### src/rtl/core/h263ph_pkg.sv
// ----------------------------------------------------------------------------
// h263ph_pkg
// shared types, field positions and the standard size table
// ----------------------------------------------------------------------------
package h263ph_pkg;

  // only the first twelve bytes of a picture can bear on the result
  localparam int PARSE_BYTES = 12;
  localparam int WIN_W       = PARSE_BYTES * 8;
  localparam int WIN_MSB     = WIN_W - 1;
  localparam int NBYTES_W    = 4;

  localparam int          START_BITS = 22;
  localparam logic [21:0] START_CODE = 22'h000020;

  localparam logic [2:0] FMT_CUSTOM   = 3'd6;
  localparam logic [2:0] FMT_EXTENDED = 3'd7;
  localparam logic [2:0] UFEP_KEEP    = 3'd0;
  localparam logic [2:0] UFEP_NEW     = 3'd1;

  // bit offsets from the first bit of the picture
  localparam int POS_TS      = 22;
  localparam int POS_MARKER  = 30;
  localparam int POS_ID      = 31;
  localparam int POS_FMT     = 35;
  localparam int POS_V1_TYPE = 38;
  localparam int POS_UFEP    = 38;
  localparam int POS_OPP_FMT = 41;
  localparam int POS_TYPE_U0 = 41;
  localparam int POS_TYPE_U1 = 59;
  localparam int POS_CUST_W  = 73;
  localparam int POS_CUST_H  = 83;

  // bytes that each header layout needs before it is complete
  localparam logic [NBYTES_W-1:0] NEED_V1     = 4'd5;
  localparam logic [NBYTES_W-1:0] NEED_KEEP   = 4'd7;
  localparam logic [NBYTES_W-1:0] NEED_STD    = 4'd9;
  localparam logic [NBYTES_W-1:0] NEED_CUSTOM = 4'd12;

  localparam int QUEUE_DEPTH = 2;

  typedef struct packed {
    logic [WIN_W-1:0]    bits;
    logic [NBYTES_W-1:0] nbytes;
  } job_t;

  typedef struct packed {
    logic full;
    logic empty;
  } queue_stat_t;

  typedef struct packed {
    logic [11:0] w;
    logic [10:0] h;
  } pic_size_t;

  // width in the upper twelve bits, height in the lower eleven
  function automatic pic_size_t size_lookup(input logic [2:0] fmt);
    pic_size_t s;
    case (fmt)
      3'd1:    s = {12'd128,  11'd96};
      3'd2:    s = {12'd176,  11'd144};
      3'd3:    s = {12'd352,  11'd288};
      3'd4:    s = {12'd704,  11'd576};
      3'd5:    s = {12'd1408, 11'd1152};
      default: s = {12'd0,    11'd0};
    endcase
    return s;
  endfunction

endpackage

### src/rtl/core/h263ph_front.sv
// ----------------------------------------------------------------------------
// h263ph_front
// collects picture bytes into the header window and issues a parse job
// ----------------------------------------------------------------------------
module h263ph_front #(
  parameter int HEADER_BYTES = 12
) (
  input  logic              clk,
  input  logic              rst,
  input  logic              in_valid,
  output logic              in_ready,
  input  logic [7:0]        data_byte,
  input  logic              last_byte,
  input  logic              q_full,
  output logic              push,
  output h263ph_pkg::job_t  job
);
  import h263ph_pkg::*;

  localparam int CNT_W = $clog2(HEADER_BYTES + 1);
  localparam int IDX_W = $clog2(HEADER_BYTES);

  logic [7:0]       header_window [HEADER_BYTES];
  logic [CNT_W-1:0] bytes_seen;
  logic [CNT_W-1:0] count_next;
  logic             full;
  logic             accept;

  assign in_ready = !q_full;
  assign accept   = in_valid && in_ready;
  assign push     = accept && last_byte;
  assign full     = (bytes_seen == CNT_W'(HEADER_BYTES));

  // snapshot of the window including the byte now arriving
  always_comb begin
    count_next = full ? bytes_seen : bytes_seen + CNT_W'(1);
    for (int i = 0; i < PARSE_BYTES; i++) begin
      if (!full && bytes_seen == CNT_W'(i)) begin
        job.bits[WIN_MSB - 8*i -: 8] = data_byte;
      end else begin
        job.bits[WIN_MSB - 8*i -: 8] = header_window[i];
      end
    end
    if (count_next >= CNT_W'(PARSE_BYTES)) begin
      job.nbytes = NBYTES_W'(PARSE_BYTES);
    end else begin
      job.nbytes = count_next[NBYTES_W-1:0];
    end
  end

  always_ff @(posedge clk) begin
    if (rst) begin
      bytes_seen <= '0;
    end else if (accept) begin
      bytes_seen <= last_byte ? '0 : count_next;
    end
  end

  always_ff @(posedge clk) begin
    if (accept && !full) begin
      header_window[bytes_seen[IDX_W-1:0]] <= data_byte;
    end
  end

endmodule

### src/rtl/core/h263ph_queue.sv
// ----------------------------------------------------------------------------
// h263ph_queue
// short job queue between the byte collector and the header decoder
// ----------------------------------------------------------------------------
module h263ph_queue (
  input  logic                     clk,
  input  logic                     rst,
  input  logic                     push,
  input  h263ph_pkg::job_t         push_job,
  input  logic                     pop,
  output h263ph_pkg::job_t         head,
  output h263ph_pkg::queue_stat_t  stat
);
  import h263ph_pkg::*;

  localparam int PTR_W  = (QUEUE_DEPTH > 1) ? $clog2(QUEUE_DEPTH) : 1;
  localparam int FILL_W = $clog2(QUEUE_DEPTH + 1);

  job_t              entries [QUEUE_DEPTH];
  logic [PTR_W-1:0]  wr_ptr;
  logic [PTR_W-1:0]  rd_ptr;
  logic [FILL_W-1:0] fill;

  function automatic logic [PTR_W-1:0] ptr_inc(input logic [PTR_W-1:0] p);
    return (p == PTR_W'(QUEUE_DEPTH - 1)) ? '0 : p + PTR_W'(1);
  endfunction

  assign stat.full  = (fill == FILL_W'(QUEUE_DEPTH));
  assign stat.empty = (fill == '0);
  assign head       = entries[rd_ptr];

  always_ff @(posedge clk) begin
    if (rst) begin
      wr_ptr <= '0;
      rd_ptr <= '0;
      fill   <= '0;
    end else begin
      if (push) begin
        wr_ptr <= ptr_inc(wr_ptr);
      end
      if (pop) begin
        rd_ptr <= ptr_inc(rd_ptr);
      end
      if (push && !pop) begin
        fill <= fill + FILL_W'(1);
      end else if (pop && !push) begin
        fill <= fill - FILL_W'(1);
      end
    end
  end

  always_ff @(posedge clk) begin
    if (push) begin
      entries[wr_ptr] <= push_job;
    end
  end

endmodule

### src/rtl/core/h263ph_back.sv
// ----------------------------------------------------------------------------
// h263ph_back
// decodes one header window into a result and holds it for the receiver
// ----------------------------------------------------------------------------
module h263ph_back (
  input  logic              clk,
  input  logic              rst,
  input  h263ph_pkg::job_t  head,
  input  logic              head_valid,
  output logic              pop,
  output logic              out_valid,
  input  logic              out_ready,
  output logic              ok,
  output logic [7:0]        timestamp,
  output logic [2:0]        source_format,
  output logic [2:0]        picture_type,
  output logic [11:0]       width,
  output logic [10:0]       height
);
  import h263ph_pkg::*;

  logic [WIN_W-1:0]    bits;
  logic [2:0]          fmt;
  logic [2:0]          ufep;
  logic [2:0]          opp_fmt;
  logic [9:0]          cust_w;
  logic                hdr_ok;
  logic                layout_ok;
  logic [NBYTES_W-1:0] need;
  logic [2:0]          fmt_d;
  logic [2:0]          type_d;
  logic [11:0]         w_d;
  logic [10:0]         h_d;
  pic_size_t           std_size;
  pic_size_t           opp_size;
  logic [11:0]         kept_width;
  logic [10:0]         kept_height;

  assign pop = head_valid && (!out_valid || out_ready);

  always_comb begin
    bits     = head.bits;
    fmt      = bits[WIN_MSB - POS_FMT -: 3];
    ufep     = bits[WIN_MSB - POS_UFEP -: 3];
    opp_fmt  = bits[WIN_MSB - POS_OPP_FMT -: 3];
    cust_w   = {1'b0, bits[WIN_MSB - POS_CUST_W -: 9]} + 10'd1;
    std_size = size_lookup(fmt);
    opp_size = size_lookup(opp_fmt);
    layout_ok = 1'b1;
    need     = NEED_V1;
    fmt_d    = fmt;
    type_d   = {2'b00, bits[WIN_MSB - POS_V1_TYPE]};
    w_d      = std_size.w;
    h_d      = std_size.h;
    if (fmt == FMT_CUSTOM || fmt == FMT_EXTENDED) begin
      if (ufep == UFEP_KEEP) begin
        need   = NEED_KEEP;
        type_d = bits[WIN_MSB - POS_TYPE_U0 -: 3];
        w_d    = kept_width;
        h_d    = kept_height;
      end else if (ufep == UFEP_NEW) begin
        fmt_d  = opp_fmt;
        type_d = bits[WIN_MSB - POS_TYPE_U1 -: 3];
        if (opp_fmt == FMT_CUSTOM) begin
          need = NEED_CUSTOM;
          w_d  = {cust_w, 2'b00};
          h_d  = {bits[WIN_MSB - POS_CUST_H -: 9], 2'b00};
        end else begin
          need = NEED_STD;
          w_d  = opp_size.w;
          h_d  = opp_size.h;
        end
      end else begin
        layout_ok = 1'b0;
      end
    end
    // bit values past the received bytes are covered by the length check
    hdr_ok = (bits[WIN_MSB -: START_BITS] == START_CODE)
          && bits[WIN_MSB - POS_MARKER]
          && !bits[WIN_MSB - POS_ID]
          && layout_ok
          && (head.nbytes >= need);
  end

  always_ff @(posedge clk) begin
    if (rst) begin
      out_valid   <= 1'b0;
      kept_width  <= '0;
      kept_height <= '0;
    end else begin
      if (pop) begin
        out_valid <= 1'b1;
        if (hdr_ok) begin
          kept_width  <= w_d;
          kept_height <= h_d;
        end
      end else if (out_ready) begin
        out_valid <= 1'b0;
      end
    end
  end

  always_ff @(posedge clk) begin
    if (pop) begin
      ok            <= hdr_ok;
      timestamp     <= hdr_ok ? bits[WIN_MSB - POS_TS -: 8] : 8'd0;
      source_format <= hdr_ok ? fmt_d : 3'd0;
      picture_type  <= hdr_ok ? type_d : 3'd0;
      width         <= hdr_ok ? w_d : 12'd0;
      height        <= hdr_ok ? h_d : 11'd0;
    end
  end

endmodule

### src/rtl/core/h263_picture_header_parser.sv
// ----------------------------------------------------------------------------
// h263_picture_header_parser
// picture header decoder: byte stream in, one decoded header per picture out
// ----------------------------------------------------------------------------
// input channel: in_valid / in_ready request carrying data_byte and last_byte,
//   bytes of one picture in order, most significant bit first
// output channel: out_valid / out_ready request carrying ok, timestamp,
//   source_format, picture_type, width and height
// one byte is taken per cycle while in_ready is high; non-final bytes only fill
//   the header window, bytes beyond HEADER_BYTES are dropped
// the final byte hands a snapshot of the window to a two-entry job queue;
//   the decoder pops one job per cycle while the output register is empty or
//   being taken, and the result passes from the queue entry into the output
//   register, where it waits until the receiver takes it
// with in_ready and out_ready high, throughput is one byte per cycle, set by
//   the window write port, and one-byte pictures give one result per cycle
// a stalled receiver holds the output register, the decoder stops popping,
//   and in_ready falls only once both queue entries are taken
// reset empties the queue, clears the byte count and the output valid, and
//   sets the kept picture size to zero
// ----------------------------------------------------------------------------
module h263_picture_header_parser #(
  parameter int HEADER_BYTES = 12
) (
  input  logic        clk,
  input  logic        rst,
  input  logic        in_valid,
  output logic        in_ready,
  input  logic [7:0]  data_byte,
  input  logic        last_byte,
  output logic        out_valid,
  input  logic        out_ready,
  output logic        ok,
  output logic [7:0]  timestamp,
  output logic [2:0]  source_format,
  output logic [2:0]  picture_type,
  output logic [11:0] width,
  output logic [10:0] height
);
  import h263ph_pkg::*;

  // job handed from the collector to the decoder
  job_t        push_job;
  job_t        head;
  logic        q_push;
  logic        q_pop;
  queue_stat_t qstat;

  // front: window fill and job issue on the final byte
  h263ph_front #(
    .HEADER_BYTES (HEADER_BYTES)
  ) u_front (
    .clk       (clk),
    .rst       (rst),
    .in_valid  (in_valid),
    .in_ready  (in_ready),
    .data_byte (data_byte),
    .last_byte (last_byte),
    .q_full    (qstat.full),
    .push      (q_push),
    .job       (push_job)
  );

  // queue lets the collector run on while the receiver stalls
  h263ph_queue u_queue (
    .clk      (clk),
    .rst      (rst),
    .push     (q_push),
    .push_job (push_job),
    .pop      (q_pop),
    .head     (head),
    .stat     (qstat)
  );

  // back: field decode, size selection and output register
  h263ph_back u_back (
    .clk           (clk),
    .rst           (rst),
    .head          (head),
    .head_valid    (!qstat.empty),
    .pop           (q_pop),
    .out_valid     (out_valid),
    .out_ready     (out_ready),
    .ok            (ok),
    .timestamp     (timestamp),
    .source_format (source_format),
    .picture_type  (picture_type),
    .width         (width),
    .height        (height)
  );

`ifndef SYNTHESIS
  a_no_overflow : assert property (@(posedge clk) disable iff (rst)
    q_push |-> !qstat.full)
    else $error("job pushed into a full queue");

  a_no_underflow : assert property (@(posedge clk) disable iff (rst)
    q_pop |-> !qstat.empty)
    else $error("job popped from an empty queue");

  a_push_on_last : assert property (@(posedge clk) disable iff (rst)
    q_push |-> (in_valid && in_ready && last_byte))
    else $error("job issued without a final byte");

  a_zero_on_fail : assert property (@(posedge clk) disable iff (rst)
    (out_valid && !ok) |-> (timestamp == 8'd0 && source_format == 3'd0 &&
      picture_type == 3'd0 && width == 12'd0 && height == 11'd0))
    else $error("failed header carries non-zero fields");
`endif

endmodule
### config.mk
export PLATFORM = sky130hd
export DESIGN_NAME = h263_picture_header_parser
export DESIGN_NICKNAME = d
export VERILOG_FILES = /design/src/rtl/core/h263ph_pkg.sv /design/src/rtl/core/h263ph_front.sv /design/src/rtl/core/h263ph_queue.sv /design/src/rtl/core/h263ph_back.sv /design/src/rtl/core/h263_picture_header_parser.sv
export SDC_FILE = /design/constraint.sdc
export NUM_CORES = 1
export LEC_CHECK = 0
export BUFFER_PORTS_ARGS = -buffer_cell sky130_fd_sc_hd__buf_4
export CAP_MARGIN = 10
export CORE_ASPECT_RATIO = 0.7
export CORE_UTILIZATION = 57
export CTS_CLUSTER_DIAMETER = 50
export DETAILED_ROUTE_END_ITERATION = 8
export PLACE_DENSITY = 0.77
export SYNTH_ARGS = -nofsm -noshare
export SYNTH_HDL_FRONTEND = slang
export SYNTH_HIERARCHICAL = 1
export SYNTH_SLANG_ARGS = --single-unit
export TNS_END_PERCENT = 1
### constraint.sdc
create_clock -name clk -period 7.3 [get_ports clk]
set_input_delay 1.825 -clock clk [delete_from_list [all_inputs] [get_ports clk]]
set_output_delay 1.825 -clock clk [all_outputs]
set_load 0.005 [all_outputs]
==> results.md <==
- Status: complete, no violations
- Vias in the first global route: about 6.5k
- WL final: around 25 mm
- Clock sink total: roughly 270
- Crit. End Element: register
- Fillers: around 1.4k
- Setup Viol. Count Final: 0
- Setup bufs post-CTS: 0
- Clk pin slew, worst setup/hold paths: 0.06 ns
- FF-to-FF setup slack: 2.21 ns
- CTS H-tree lvls: 1
- Core box area: ~20000 um2
- # DRC: 0
- Initial DRC count: 730
- Port bufs: 52
- Maximum clock frequency: 0.1966 GHz
- Critical path fanouts, max: 36
- Post-cts gate resize count: 0
- Post-DR wirelength/cell: 22.70 um
- Switching share of power: between 20 and 30%
- Final HPWL DP: 16.64 mm
- RD Place Congestion: 0.9227
- Sw power: 1.159 mW
- Combinational share of power: 22.0%
- CTS root buf: clkbuf_16
- Final cell count without fillers: 1082
- Setup crit start kind: register
- Hold path depth: 1
- Pint: 2.948 mW
- DR pass1 iterations: 5
- Final worst path period share: a little over two thirds
- Setup WS post-layout: 2.215 ns
- VDD IR max: ~0.00019 V
- Rows: 43
- Worst Path Required: roughly 7.8 ns
- Clk Latency, worst-skew pair: 0.52 ns
- Post-Place Worst Slack: between 2 and 2.5 ns
- Cell family with most CP delay: simple AND/OR/NAND/NOR gates
- Layout Nets: 820
- Final min period: between 5 and 6 ns
- Arrival time worst endpoint: 5.54 ns
- HP Class: reg -> reg
- Die boundary width: 172.8 um
- CP max-delay cell: nor3_2
- Dpl cells: between 1k and 1.5k
- R2R cell count: 11
- Synth Warn #: 6
- Max-Cap Viols: 0
- Clk buf depth: 3
- Die H: 121.5 um
- Largest net degree at the start of global routing: 60
- Pleak: 4.441 nW
- Mapped cell area: 11630 um2
- Relative slew margins: between 30% and 40%
- Power density cells: 318.6 nW/um2
- Share of cells above drive strength 1: about a third
- Total congestion overflow: 0
- Syn_nets: 783
- IO Count: 53
- Die area: 21000 um2
- CTS tree: yes
- Post-Synthesis Cells: 758
- Diode count: 0
- Max Slew Vio Count: 0
- Skew final: between 0.01 and 0.015 ns
- Crit path buffers/inverters: 2
- CP Cell Sequence: mux2_2 > nand4bb_1 > nor3_2 > inv_1 > ha_1 > nand2b_1 > a2111oi_1 > or4_4 > inv_6 > a31oi_1 > and2_1
- RSZ-0062 raised after global routing: false
- Layout area overhead: 10.78%
- Initial antenna violation count: 0
- Remaining antenna violation count: 0
- Slew of the pin with the lowest slew margin: 0.9348 ns
- Setup CP Type: reg -> reg
- Final hold viol count: 0
- Worst hold slack: 0.4530 ns
- Vias per inst: 6.071
- DR vias: 6569
- Sequential Power Share: a little under half
- Setup TNS after final layout: 0 ns
- Hold-fix buffers, CTS: 0
- CP peak stage delay: 0.90 ns
- CTS buffer count: 25
- Initial Utilization: 58.45%
- Clock power frac: 31.7%
- Overall Power: 4.107 mW
- Mean Syn Cell Area: 15.35 um2
- First-pass GRT wire length: 38.28 mm
- GRT Total Usage: 24.03%
- Cell count along the critical path: 11
## final timing paths
kind,startpoint,endpoint
worst max register to register,register,u_back/kept_width[1]
worst min register to register,u_back/kept_width[0],u_back/kept_width[0]
worst min-delay path,u_back/kept_width[0],u_back/kept_width[0]
worst max-delay path,register,u_back/kept_width[1]
## routing by layer
metal  GRT usage [%]  vias up  part of all wire [%]
li1                -     2945                     -
met1           37.59     3366                    49
met2           36.04      218                    44
met3           3.027       40                   5.9
met4           5.420        0                   1.9
met5               0        -                     0
## power groups by stage
stage	Combinational (mW)	Clock, mW	Sequential, mW
final	0.902	1.30	1.90
after global routing	0.968	1.37	1.92
after CTS	0.894	1.32	1.90
after detailed placement	0.888	0	1.93
after global placement	0.868	0	1.92
after floorplan	0.628	0	1.91
## cell type report
| cell class | instances | area (um2) | area share, % |
|---|---|---|---|
| repair buffers | 59 | 455.4 | 3.534 |
| clock inverters | 13 | 152.6 | 1.184 |
| well taps | 270 | 337.8 | 2.621 |
| clock buffers | 31 | 668.1 | 5.184 |
| inverters | 17 | 68.82 | 0.5339 |
| multi-input cells | 427 | 3577 | 27.75 |
| flip-flops and latches | 265 | 7629 | 59.19 |
## flip-flops by register name, indices dropped and copies added (netlist names), named ones only
signal,count
u_queue/entries,132
u_front/header_window,62
u_back/kept_width,12
u_back/width,12
u_back/height,11
u_back/kept_height,11
u_back/timestamp,8
u_front/bytes_seen,4
u_back/picture_type,3
u_back/source_format,3
u_queue/fill,2
u_back/ok,1
u_back/out_valid,1
u_queue/rd_ptr,1
u_queue/wr_ptr,1
## layout by cell type, fill, tap and decap left out, types with 6 or more instances in the layout
cell         n
xor2_1       7
nand3_1     11
nand2_1     13
edfxtp_1   232
a21oi_1     34
o21ai_0     12
buf_4       58
nand4_1      7
o31ai_1      6
inv_1       15
and2_1      16
clkbuf_16   25
dfxtp_1     32
and3_1      11
nor2_1      49
a211oi_2    10
ha_1        12
mux2_2     108
nand2b_1     6
mux2_4      18
nor2b_1     10
## worst reg2reg max path: stages (launching register included)
cell       delay [ns]
dfxtp_2          0.79
mux2_2           0.52
nand4bb_1        0.45
nor3_2           0.90
inv_1            0.16
ha_1             0.31
nand2b_1         0.14
a2111oi_1        0.48
or4_4            0.49
inv_6            0.22
a31oi_1          0.36
and2_1           0.20
## stage by stage
stage                     cell area (um2)  util, %
after detailed placement            12050    60.52
after CTS                           12870    64.64
final                               12890    64.75
after floorplan                     11630        -
after global placement              12050    60.52
after global routing                12890    64.75
Note: power is estimated with default switching activity, not from simulation.
